[src/hdl/abump_pkg.sv]
// ----------------------------------------------------------------------------
// abump_pkg
// Shared types and codes for the arena bump allocator: request and response
// transaction layouts, function and status codes, sequencer states.
// ----------------------------------------------------------------------------
package abump_pkg;

   // Request transaction
   typedef struct packed {
      logic [1:0]  func;
      logic [31:0] request_size;
      logic [31:0] element_count;
   } req_type;

   // Response transaction
   typedef struct packed {
      logic [1:0]  status;
      logic [3:0]  block_index;
      logic [31:0] start_offset;
      logic [31:0] region_length;
      logic        zero_fill;
   } rsp_type;

   // Function codes
   localparam logic [1:0] FUNC_ALLOC  = 2'd0;
   localparam logic [1:0] FUNC_ZALLOC = 2'd1;
   localparam logic [1:0] FUNC_REWIND = 2'd2;
   localparam logic [1:0] FUNC_NONE   = 2'd3;

   // Status codes
   localparam logic [1:0] STATUS_OK       = 2'd0;
   localparam logic [1:0] STATUS_ZERO     = 2'd1;
   localparam logic [1:0] STATUS_OVERFLOW = 2'd2;
   localparam logic [1:0] STATUS_NO_ROOM  = 2'd3;

   // Sequencer states
   typedef enum logic [2:0] {
      ST_IDLE,
      ST_MUL,
      ST_SIZE,
      ST_REM,
      ST_READ,
      ST_CHECK,
      ST_GROW
   } state_type;

endpackage

[src/hdl/arena_bump_allocator_unit.sv]
// ----------------------------------------------------------------------------
// arena_bump_allocator_unit
// Bump allocator over a table of growing blocks, held in on-chip memory.
// ----------------------------------------------------------------------------
// Usage:
//   Drive req_data and raise start; the transaction is taken at a clock edge
//   with start high and busy low. One response follows on rsp_data, marked
//   by rsp_valid for exactly one cycle; the receiver cannot stall it.
//   Rewind, the unused function code and zero-size requests answer in the
//   cycle after acceptance. An allocation runs through a 32x32 multiplier,
//   a range check, a digit-serial alignment remainder and a block walk that
//   reads each block entry from the table memory, then checks it, since the
//   table read is registered. Appending a block doubles the capacity from
//   the default until the request fits, then writes the new entry. busy
//   stays high until the response is issued; the next transaction may be
//   accepted in the same cycle the response is shown.
//   Reset empties the table and returns to block 0; no clearing pass runs.
// ----------------------------------------------------------------------------
module arena_bump_allocator_unit #(
   parameter int MAX_BLOCKS       = 16,
   parameter int ALIGN_BYTES      = 8,
   parameter int DEFAULT_CAPACITY = 4096,
   parameter int SIZE_BITS        = 32
) (
   input  logic                clock,
   input  logic                reset,
   input  logic                start,
   output logic                busy,
   input  abump_pkg::req_type  req_data,
   output logic                rsp_valid,
   output abump_pkg::rsp_type  rsp_data
);

   localparam int NW   = (SIZE_BITS > 32) ? SIZE_BITS : 32;
   localparam int NW1  = NW + 1;
   localparam int OW   = NW + 1;
   localparam int KW   = $clog2(NW + 1);
   localparam int AW   = (ALIGN_BYTES > 1) ? $clog2(ALIGN_BYTES) : 1;
   localparam int CBW  = (MAX_BLOCKS > 1) ? $clog2(MAX_BLOCKS) : 1;
   localparam int CNTW = $clog2(MAX_BLOCKS + 1);
   localparam logic [NW:0] HALF_LIMIT = NW1'((64'd1 << (SIZE_BITS - 1)) - 64'd1);

   abump_pkg::state_type state_ff, state_in;
   abump_pkg::req_type   req_ff, req_in;
   abump_pkg::rsp_type   rsp_ff, rsp_in;
   logic                 rsp_valid_ff, rsp_valid_in;
   logic [63:0]          prod_ff, prod_in;
   logic [NW-1:0]        n_ff, n_in;
   logic [AW-1:0]        round_ff, round_in;
   logic [NW-1:0]        cap_ff, cap_in;
   logic [KW-1:0]        k_ff, k_in;
   logic [CBW-1:0]       current_ff, current_in;
   logic [CNTW-1:0]      count_ff, count_in;
   logic [MAX_BLOCKS-1:0] zeroed_ff, zeroed_in;

   // Block table: aligned used offset and capacity exponent per block
   logic [OW-1:0]        off_mem [MAX_BLOCKS];
   logic [KW-1:0]        log_mem [MAX_BLOCKS];
   logic [OW-1:0]        rd_off_ff;
   logic [KW-1:0]        rd_log_ff;
   logic                 tbl_we;
   logic                 log_we;
   logic [CBW-1:0]       wr_addr;
   logic [OW-1:0]        wr_off;

   logic                 rem_start;
   logic                 rem_done;
   logic [AW-1:0]        rem_round;

   logic [31:0]          mul_b;
   logic [NW-1:0]        blk_cap;
   logic [OW-1:0]        pad;
   logic                 room;
   logic                 last_blk;
   logic                 zfill;

   abump_align_rem #(
      .VALUE_BITS  (NW),
      .ALIGN_BYTES (ALIGN_BYTES)
   ) u_rem (
      .clock    (clock),
      .reset    (reset),
      .start    (rem_start),
      .value    (n_in),
      .done     (rem_done),
      .round_up (rem_round)
   );

   // Evaluate the block read last cycle
   assign zfill    = (req_ff.func == abump_pkg::FUNC_ZALLOC);
   assign mul_b    = zfill ? req_ff.element_count : 32'd1;
   assign blk_cap  = NW'(DEFAULT_CAPACITY) << rd_log_ff;
   assign pad      = zeroed_ff[current_ff] ? '0 : rd_off_ff;
   assign room     = (pad <= OW'(blk_cap)) && (OW'(n_ff) <= OW'(blk_cap) - pad);
   assign last_blk = (CNTW'(current_ff) + CNTW'(1)) >= count_ff;

   // Sequence one transaction: next state and register updates
   always_comb begin
      state_in     = state_ff;
      req_in       = req_ff;
      prod_in      = prod_ff;
      n_in         = n_ff;
      round_in     = round_ff;
      cap_in       = cap_ff;
      k_in         = k_ff;
      current_in   = current_ff;
      count_in     = count_ff;
      zeroed_in    = zeroed_ff;
      rsp_valid_in = 1'b0;
      rsp_in       = '0;
      rem_start    = 1'b0;
      tbl_we       = 1'b0;
      log_we       = 1'b0;
      wr_addr      = current_ff;
      wr_off       = pad + OW'(n_ff) + OW'(round_ff);

      unique case (state_ff)
         abump_pkg::ST_IDLE: begin
            if (start) begin
               req_in = req_data;
               unique case (req_data.func)
                  abump_pkg::FUNC_ALLOC: begin
                     if (req_data.request_size == '0) begin
                        rsp_in.status = abump_pkg::STATUS_ZERO;
                        rsp_valid_in  = 1'b1;
                     end else begin
                        state_in = abump_pkg::ST_MUL;
                     end
                  end
                  abump_pkg::FUNC_ZALLOC: begin
                     if (req_data.request_size == '0 || req_data.element_count == '0) begin
                        rsp_in.status = abump_pkg::STATUS_ZERO;
                        rsp_valid_in  = 1'b1;
                     end else begin
                        state_in = abump_pkg::ST_MUL;
                     end
                  end
                  abump_pkg::FUNC_REWIND: begin
                     // Mark every offset as cleared, restart at block 0
                     zeroed_in    = '1;
                     current_in   = '0;
                     rsp_valid_in = 1'b1;
                  end
                  abump_pkg::FUNC_NONE: begin
                     rsp_valid_in = 1'b1;
                  end
               endcase
            end
         end

         abump_pkg::ST_MUL: begin
            prod_in  = 64'(req_ff.request_size) * 64'(mul_b);
            state_in = abump_pkg::ST_SIZE;
         end

         abump_pkg::ST_SIZE: begin
            if (zfill && ((prod_ff >> SIZE_BITS) != 64'd0)) begin
               rsp_in.status = abump_pkg::STATUS_OVERFLOW;
               rsp_valid_in  = 1'b1;
               state_in      = abump_pkg::ST_IDLE;
            end else begin
               n_in      = NW'(prod_ff);
               rem_start = 1'b1;
               state_in  = abump_pkg::ST_REM;
            end
         end

         abump_pkg::ST_REM: begin
            if (rem_done) begin
               round_in = rem_round;
               if (count_ff == '0) begin
                  cap_in   = NW'(DEFAULT_CAPACITY);
                  k_in     = '0;
                  state_in = abump_pkg::ST_GROW;
               end else begin
                  state_in = abump_pkg::ST_READ;
               end
            end
         end

         abump_pkg::ST_READ: begin
            state_in = abump_pkg::ST_CHECK;
         end

         abump_pkg::ST_CHECK: begin
            priority if (room) begin
               // Commit in place and answer
               tbl_we                = 1'b1;
               zeroed_in[current_ff] = 1'b0;
               rsp_in.status         = abump_pkg::STATUS_OK;
               rsp_in.block_index    = 4'(current_ff);
               rsp_in.start_offset   = 32'(pad);
               rsp_in.region_length  = 32'(n_ff);
               rsp_in.zero_fill      = zfill;
               rsp_valid_in          = 1'b1;
               state_in              = abump_pkg::ST_IDLE;
            end else if (last_blk) begin
               cap_in   = NW'(DEFAULT_CAPACITY);
               k_in     = '0;
               state_in = abump_pkg::ST_GROW;
            end else begin
               current_in = current_ff + CBW'(1);
               state_in   = abump_pkg::ST_READ;
            end
         end

         abump_pkg::ST_GROW: begin
            priority if (cap_ff >= n_ff) begin
               if (count_ff >= CNTW'(MAX_BLOCKS)) begin
                  rsp_in.status = abump_pkg::STATUS_NO_ROOM;
                  rsp_valid_in  = 1'b1;
                  state_in      = abump_pkg::ST_IDLE;
               end else begin
                  // Append a block and place the request at its start
                  tbl_we               = 1'b1;
                  log_we               = 1'b1;
                  wr_addr              = CBW'(count_ff);
                  wr_off               = OW'(n_ff) + OW'(round_ff);
                  zeroed_in[wr_addr]   = 1'b0;
                  current_in           = CBW'(count_ff);
                  count_in             = count_ff + CNTW'(1);
                  rsp_in.status        = abump_pkg::STATUS_OK;
                  rsp_in.block_index   = 4'(count_ff);
                  rsp_in.start_offset  = '0;
                  rsp_in.region_length = 32'(n_ff);
                  rsp_in.zero_fill     = zfill;
                  rsp_valid_in         = 1'b1;
                  state_in             = abump_pkg::ST_IDLE;
               end
            end else if (NW1'(cap_ff) > HALF_LIMIT) begin
               rsp_in.status = abump_pkg::STATUS_NO_ROOM;
               rsp_valid_in  = 1'b1;
               state_in      = abump_pkg::ST_IDLE;
            end else begin
               cap_in = cap_ff << 1;
               k_in   = k_ff + KW'(1);
            end
         end

         default: begin
            state_in = abump_pkg::ST_IDLE;
         end
      endcase
   end

   // Hold state register
   always_ff @(posedge clock) begin
      if (reset) begin
         state_ff <= abump_pkg::ST_IDLE;
      end else begin
         state_ff <= state_in;
      end
   end

   // Hold table control and response strobe
   always_ff @(posedge clock) begin
      if (reset) begin
         current_ff   <= '0;
         count_ff     <= '0;
         zeroed_ff    <= '0;
         rsp_valid_ff <= 1'b0;
      end else begin
         current_ff   <= current_in;
         count_ff     <= count_in;
         zeroed_ff    <= zeroed_in;
         rsp_valid_ff <= rsp_valid_in;
      end
   end

   // Hold request payload and working values
   always_ff @(posedge clock) begin
      req_ff   <= req_in;
      prod_ff  <= prod_in;
      n_ff     <= n_in;
      round_ff <= round_in;
      cap_ff   <= cap_in;
      k_ff     <= k_in;
      rsp_ff   <= rsp_in;
   end

   // Table memory: one write port, one registered read at the current block.
   // Writes happen only on the last cycle of a transaction, so a read never
   // overlaps a pending write to the same entry.
   always_ff @(posedge clock) begin
      if (tbl_we) begin
         off_mem[wr_addr] <= wr_off;
      end
      if (log_we) begin
         log_mem[wr_addr] <= k_ff;
      end
      rd_off_ff <= off_mem[current_ff];
      rd_log_ff <= log_mem[current_ff];
   end

   assign busy      = (state_ff != abump_pkg::ST_IDLE);
   assign rsp_valid = rsp_valid_ff;
   assign rsp_data  = rsp_ff;

   // Results are issued only on the way back to idle
   a_rsp_idle: assert property (@(posedge clock) disable iff (reset)
      rsp_valid |-> !busy)
      else $error("response issued while busy");

   // Failed transactions carry no placement
   a_err_clear: assert property (@(posedge clock) disable iff (reset)
      rsp_valid && rsp_data.status != abump_pkg::STATUS_OK |->
         rsp_data.block_index == '0 && rsp_data.start_offset == '0 &&
         rsp_data.region_length == '0 && !rsp_data.zero_fill)
      else $error("error response with placement fields");

   // Block count stays within the table
   a_count_max: assert property (@(posedge clock) disable iff (reset)
      count_ff <= CNTW'(MAX_BLOCKS))
      else $error("block count beyond table depth");

   // Walk position stays on an existing block
   a_cur_valid: assert property (@(posedge clock) disable iff (reset)
      count_ff != '0 |-> CNTW'(current_ff) < count_ff)
      else $error("current block outside table");

endmodule

[src/hdl/abump_align_rem.sv]
// ----------------------------------------------------------------------------
// abump_align_rem
// Digit-serial remainder of a request length by the alignment, four bits a
// cycle, MSB first. Returns the padding that rounds the length up to the
// next multiple of the alignment.
// ----------------------------------------------------------------------------
module abump_align_rem #(
   parameter int VALUE_BITS  = 32,
   parameter int ALIGN_BYTES = 8,
   localparam int AW = (ALIGN_BYTES > 1) ? $clog2(ALIGN_BYTES) : 1
) (
   input  logic                  clock,
   input  logic                  reset,
   input  logic                  start,
   input  logic [VALUE_BITS-1:0] value,
   output logic                  done,
   output logic [AW-1:0]         round_up
);

   localparam int DIGIT = 4;
   localparam int RW    = ((VALUE_BITS + DIGIT - 1) / DIGIT) * DIGIT;
   localparam int STEPS = RW / DIGIT;
   localparam int CW    = $clog2(STEPS + 1);
   localparam int TW    = AW + 1;

   logic          busy_ff, busy_in;
   logic          done_ff, done_in;
   logic [CW-1:0] cnt_ff, cnt_in;
   logic [RW-1:0] shift_ff, shift_in;
   logic [AW-1:0] rem_ff, rem_in;
   logic [TW-1:0] trial;
   logic [AW-1:0] part;
   logic [TW-1:0] diff;

   // Step the remainder one digit a cycle
   always_comb begin
      busy_in  = busy_ff;
      cnt_in   = cnt_ff;
      shift_in = shift_ff;
      rem_in   = rem_ff;
      done_in  = 1'b0;
      part     = rem_ff;
      trial    = '0;
      for (int i = 0; i < DIGIT; i++) begin
         trial = {part, shift_ff[RW-1-i]};
         if (trial >= TW'(ALIGN_BYTES)) begin
            trial = trial - TW'(ALIGN_BYTES);
         end
         part = trial[AW-1:0];
      end
      if (start) begin
         busy_in  = 1'b1;
         cnt_in   = CW'(STEPS);
         shift_in = RW'(value);
         rem_in   = '0;
      end else if (busy_ff) begin
         rem_in   = part;
         shift_in = shift_ff << DIGIT;
         cnt_in   = cnt_ff - CW'(1);
         if (cnt_ff == CW'(1)) begin
            busy_in = 1'b0;
            done_in = 1'b1;
         end
      end
   end

   // Hold control state
   always_ff @(posedge clock) begin
      if (reset) begin
         busy_ff <= 1'b0;
         done_ff <= 1'b0;
         cnt_ff  <= '0;
      end else begin
         busy_ff <= busy_in;
         done_ff <= done_in;
         cnt_ff  <= cnt_in;
      end
   end

   // Hold the digit shifter and partial remainder
   always_ff @(posedge clock) begin
      shift_ff <= shift_in;
      rem_ff   <= rem_in;
   end

   // Turn the remainder into padding
   assign diff     = TW'(ALIGN_BYTES) - {1'b0, rem_ff};
   assign round_up = (rem_ff == '0) ? '0 : diff[AW-1:0];
   assign done     = done_ff;

endmodule

[config.mk]
export PLATFORM = sky130hd
export DESIGN_NAME = arena_bump_allocator_unit
export DESIGN_NICKNAME = d
export VERILOG_FILES = /design/src/hdl/abump_pkg.sv /design/src/hdl/arena_bump_allocator_unit.sv /design/src/hdl/abump_align_rem.sv
export SDC_FILE = /design/constraint.sdc
export NUM_CORES = 2
export LEC_CHECK = 0
export BUFFER_PORTS_ARGS = -buffer_cell sky130_fd_sc_hd__buf_2
export CAP_MARGIN = 0
export CORE_MARGIN = 3
export CORE_UTILIZATION = 32
export DETAILED_ROUTE_END_ITERATION = 10
export GPL_TIMING_DRIVEN = 0
export RECOVER_POWER = 25
export SETUP_SLACK_MARGIN = 0.05
export SYNTH_ARGS = -nofsm -noshare
export SYNTH_HDL_FRONTEND = slang
export SYNTH_HIERARCHICAL = 1
export SYNTH_SLANG_ARGS = --single-unit
[constraint.sdc]
create_clock -name clock -period 22.5 [get_ports clock]
set_clock_uncertainty 0.1 [all_clocks]
set_input_delay 3.375 -clock clock [delete_from_list [all_inputs] [get_ports clock]]
set_output_delay 3.375 -clock clock [all_outputs]
set_load 0.01 [all_outputs]
==> results.json <==
{
  "path_class": "reg2reg",
  "ys_seq_area_frac": 0.372,
  "via_per_inst": 5.54,
  "fin_crit_sh": 0.556,
  "dieWidth_um": 489,
  "dieArea_mm2": 0.240,
  "slew_viol_final": 243,
  "ant_nets": 0,
  "cp-start-kind": "flip-flop",
  "cts_tree": "done",
  "post_cts_resized": 0,
  "rsz0062_at_grt": "false",
  "synthToLayoutAreaGrowth_pct": 11.3,
  "final_nets": 8040,
  "drt-wirelength-per-cell_um": 30.2,
  "root_buffer": "clkbuf_16",
  "worst-path-buf-inv": 9,
  "grt_pass1_vias": 54900,
  "clockBufferDepth": 3,
  "yosysTopAreaCell": "edfxtp_1",
  "gp_congestion": 1.07,
  "hpwl_mm": 226,
  "synth_area_mm2": 0.0748,
  "maxCapViolCount": 13,
  "cpLargestDelayFamily": "adder cells",
  "io_buffer_count": 141,
  "slowest_delay_ps": 950,
  "cp.arrival_ps": 12880,
  "postSynthCellCount": 6375,
  "drt-total-wl_mm": 296,
  "yosys-top-cells-count": "inv_1, fa_1, edfxtp_1, nand2_1, and3_1",
  "hp-start": "prod_ff[19]",
  "route.detailed.drc": 0,
  "critPathCaptureType": "flip-flop",
  "timing.rr.start": "req_ff[65]",
  "synth.most_common_cell": "inv_1",
  "antenna_found_initial": 42,
  "synthArstFlopShare": 0,
  "yosysTopAreaCellShare": 0.324,
  "grtUsageTotal": 0.245,
  "yosysWarnings": 6,
  "utilization": 0.360,
  "place_ws_ps": 10170,
  "setup_ws_ps": 9990,
  "crit_path_frequent_cell": "fa_1",
  "synth-edff-count": 807,
  "cts-htree-levels": 3,
  "synth_flop_cell": "edfxtp_1",
  "cts_sinks": 987,
  "r2r_end": "prod_ff[49]",
  "tns_ps": 0,
  "grt_max_degree": 65,
  "num_io_pins": 142,
  "min_path_cells": 2,
  "run_status": "finished, violations left",
  "violations": "capacitance limit, slew limit",
  "placed_area_mm2": 0.0801,
  "syn_nets": 7762,
  "cp_max_fo": 11,
  "whs_endpoint": "n_ff[19]",
  "hold_buffers": 0,
  "grt_overflow": 0,
  "vias": 54300,
  "drtIter0Drc": 6312,
  "cts_setup_buffers": 0,
  "std_cell_rows": 176,
  "synth_cell_types": 86,
  "synth_seq_cells": 987,
  "maxSlewHeadroom": -1.68,
  "start_util": 0.323,
  "crit_slowest_cell": "o311ai_0",
  "ff2ff_path_depth": 29,
  "r2r_setup_slack_ps": 9990,
  "fin_crit_ps": 12510,
  "hold_viol": 0,
  "fmax_mhz": 79.9,
  "drive_above_1_share": 0.0756,
  "hold_path_class": "reg2reg",
  "finalSetupViolations": 0,
  "path_clk_slew_ps": 60,
  "clock_latency_ps": 750,
  "drtPass1Iterations": 5,
  "core_area_mm2": 0.231,
  "grt_pass1_wl_mm": 413,
  "synthTopCellsByArea": "edfxtp_1, fa_1, ha_1, mux4_2, and3_1",
  "fp.dieH_um": 489,
  "crit_required_ps": 22870,
  "tightestPinTransition_ps": 4020,
  "design_area_mm2": 0.0833,
  "postSynthAreaPerCell_um2": 11.7,
  "cts_made_buffers": 97
}
## kinds of logic (layout without fill, tap and decap cells)
family | count (synthesis) | count (layout) | share of synthesized area
AOI/OAI and AO/OA | 528 | 528 | 0.0450
xor gates and xnor gates | 149 | 149 | 0.0174
adders and majority gates | 1318 | 1318 | 0.311
buffers and inverters | 1348 | 1709 | 0.0682
DFF | 987 | 987 | 0.372
muxes | 230 | 230 | 0.0646
other | 0 | 33 | 0
and+or+nand+nor | 1815 | 1815 | 0.122
## final cells by class
type,instances,area [um2]
clock inverters,52,573
diodes,33,82.6
multi-input cells,4040,42100
inverters,974,3660
fillers,22900,148000
well taps,3026,3790
flip-flops and latches,987,27800
clock buffers,130,2680
plain buffers,374,1440
repair buffers,179,1150
## worst max path at each step
stage / start / to / slack (ps) / cells past startpoint
floorplan: req_ff[65] / prod_ff[62] / 14090 / 31
global placement: current_ff[1] / off_mem[6][9] / 8120 / 30
detailed placement: req_ff[65] / prod_ff[49] / 10170 / 29
CTS: req_ff[65] / prod_ff[49] / 10180 / 29
global route: req_ff[65] / prod_ff[49] / 9690 / 29
finish: req_ff[65] / prod_ff[49] / 9990 / 29
## layer usage
metal,wire length (um),GRT usage,share of wire
met4,17500,0.119,0.059
met5,76,0,0.00026
met3,32800,0.0734,0.11
met1,120000,0.328,0.41
met2,125000,0.361,0.42
## cells in the final DEF, fill, tap and decap left out, types with 26 or more instances in the layout
cell type and n:
inv_1 969, and3_1 598, ha_1 417, xnor2_1 105
fa_1 901, diode_2 33, o21ai_0 93, a211oi_1 29
clkbuf_16 100, clkbuf_1 486, nor2_1 193, xor2_1 44
nand4_1 26, nand2_1 658, nor4_1 34, edfxtp_1 807
a21oi_1 171, and2_1 49, a21o_1 60, dfxtp_1 180
buf_2 33, nor3_1 47, mux4_2 200, nand3_1 86
## registers in the layout (all words and copies together), names as in the netlist
signal / flops
cap_ff: 20
count_ff: 5
current_ff: 4
k_ff: 6
log_mem: 96
n_ff: 32
off_mem: 528
prod_ff: 64
rd_log_ff: 6
rd_off_ff: 33
req_ff: 66
round_ff: 3
rsp_data: 71
rsp_valid: 1
state_ff: 3
u_rem/busy_ff: 1
u_rem/cnt_ff: 4
u_rem/done: 1
u_rem/rem_ff: 3
u_rem/shift_ff: 24
zeroed_ff: 16
## metrics by stage
step	std cells	hold WS, ps
2_1_floorplan	6375	308
3_3_place_gp	9542	324
3_5_place_dp	9578	326
4_1_cts	9760	325
5_1_grt	9763	373
6_report	9795	325
## tightest hold or removal path, cell delays in order (launching register included)
cell,delay [ps]
edfxtp_1,330
nand2_1,60
o21ai_0,60
Power is left out: the tool's default activity adds up to more than one toggle a clock period on the data nets, which glitch-free logic cannot reach.
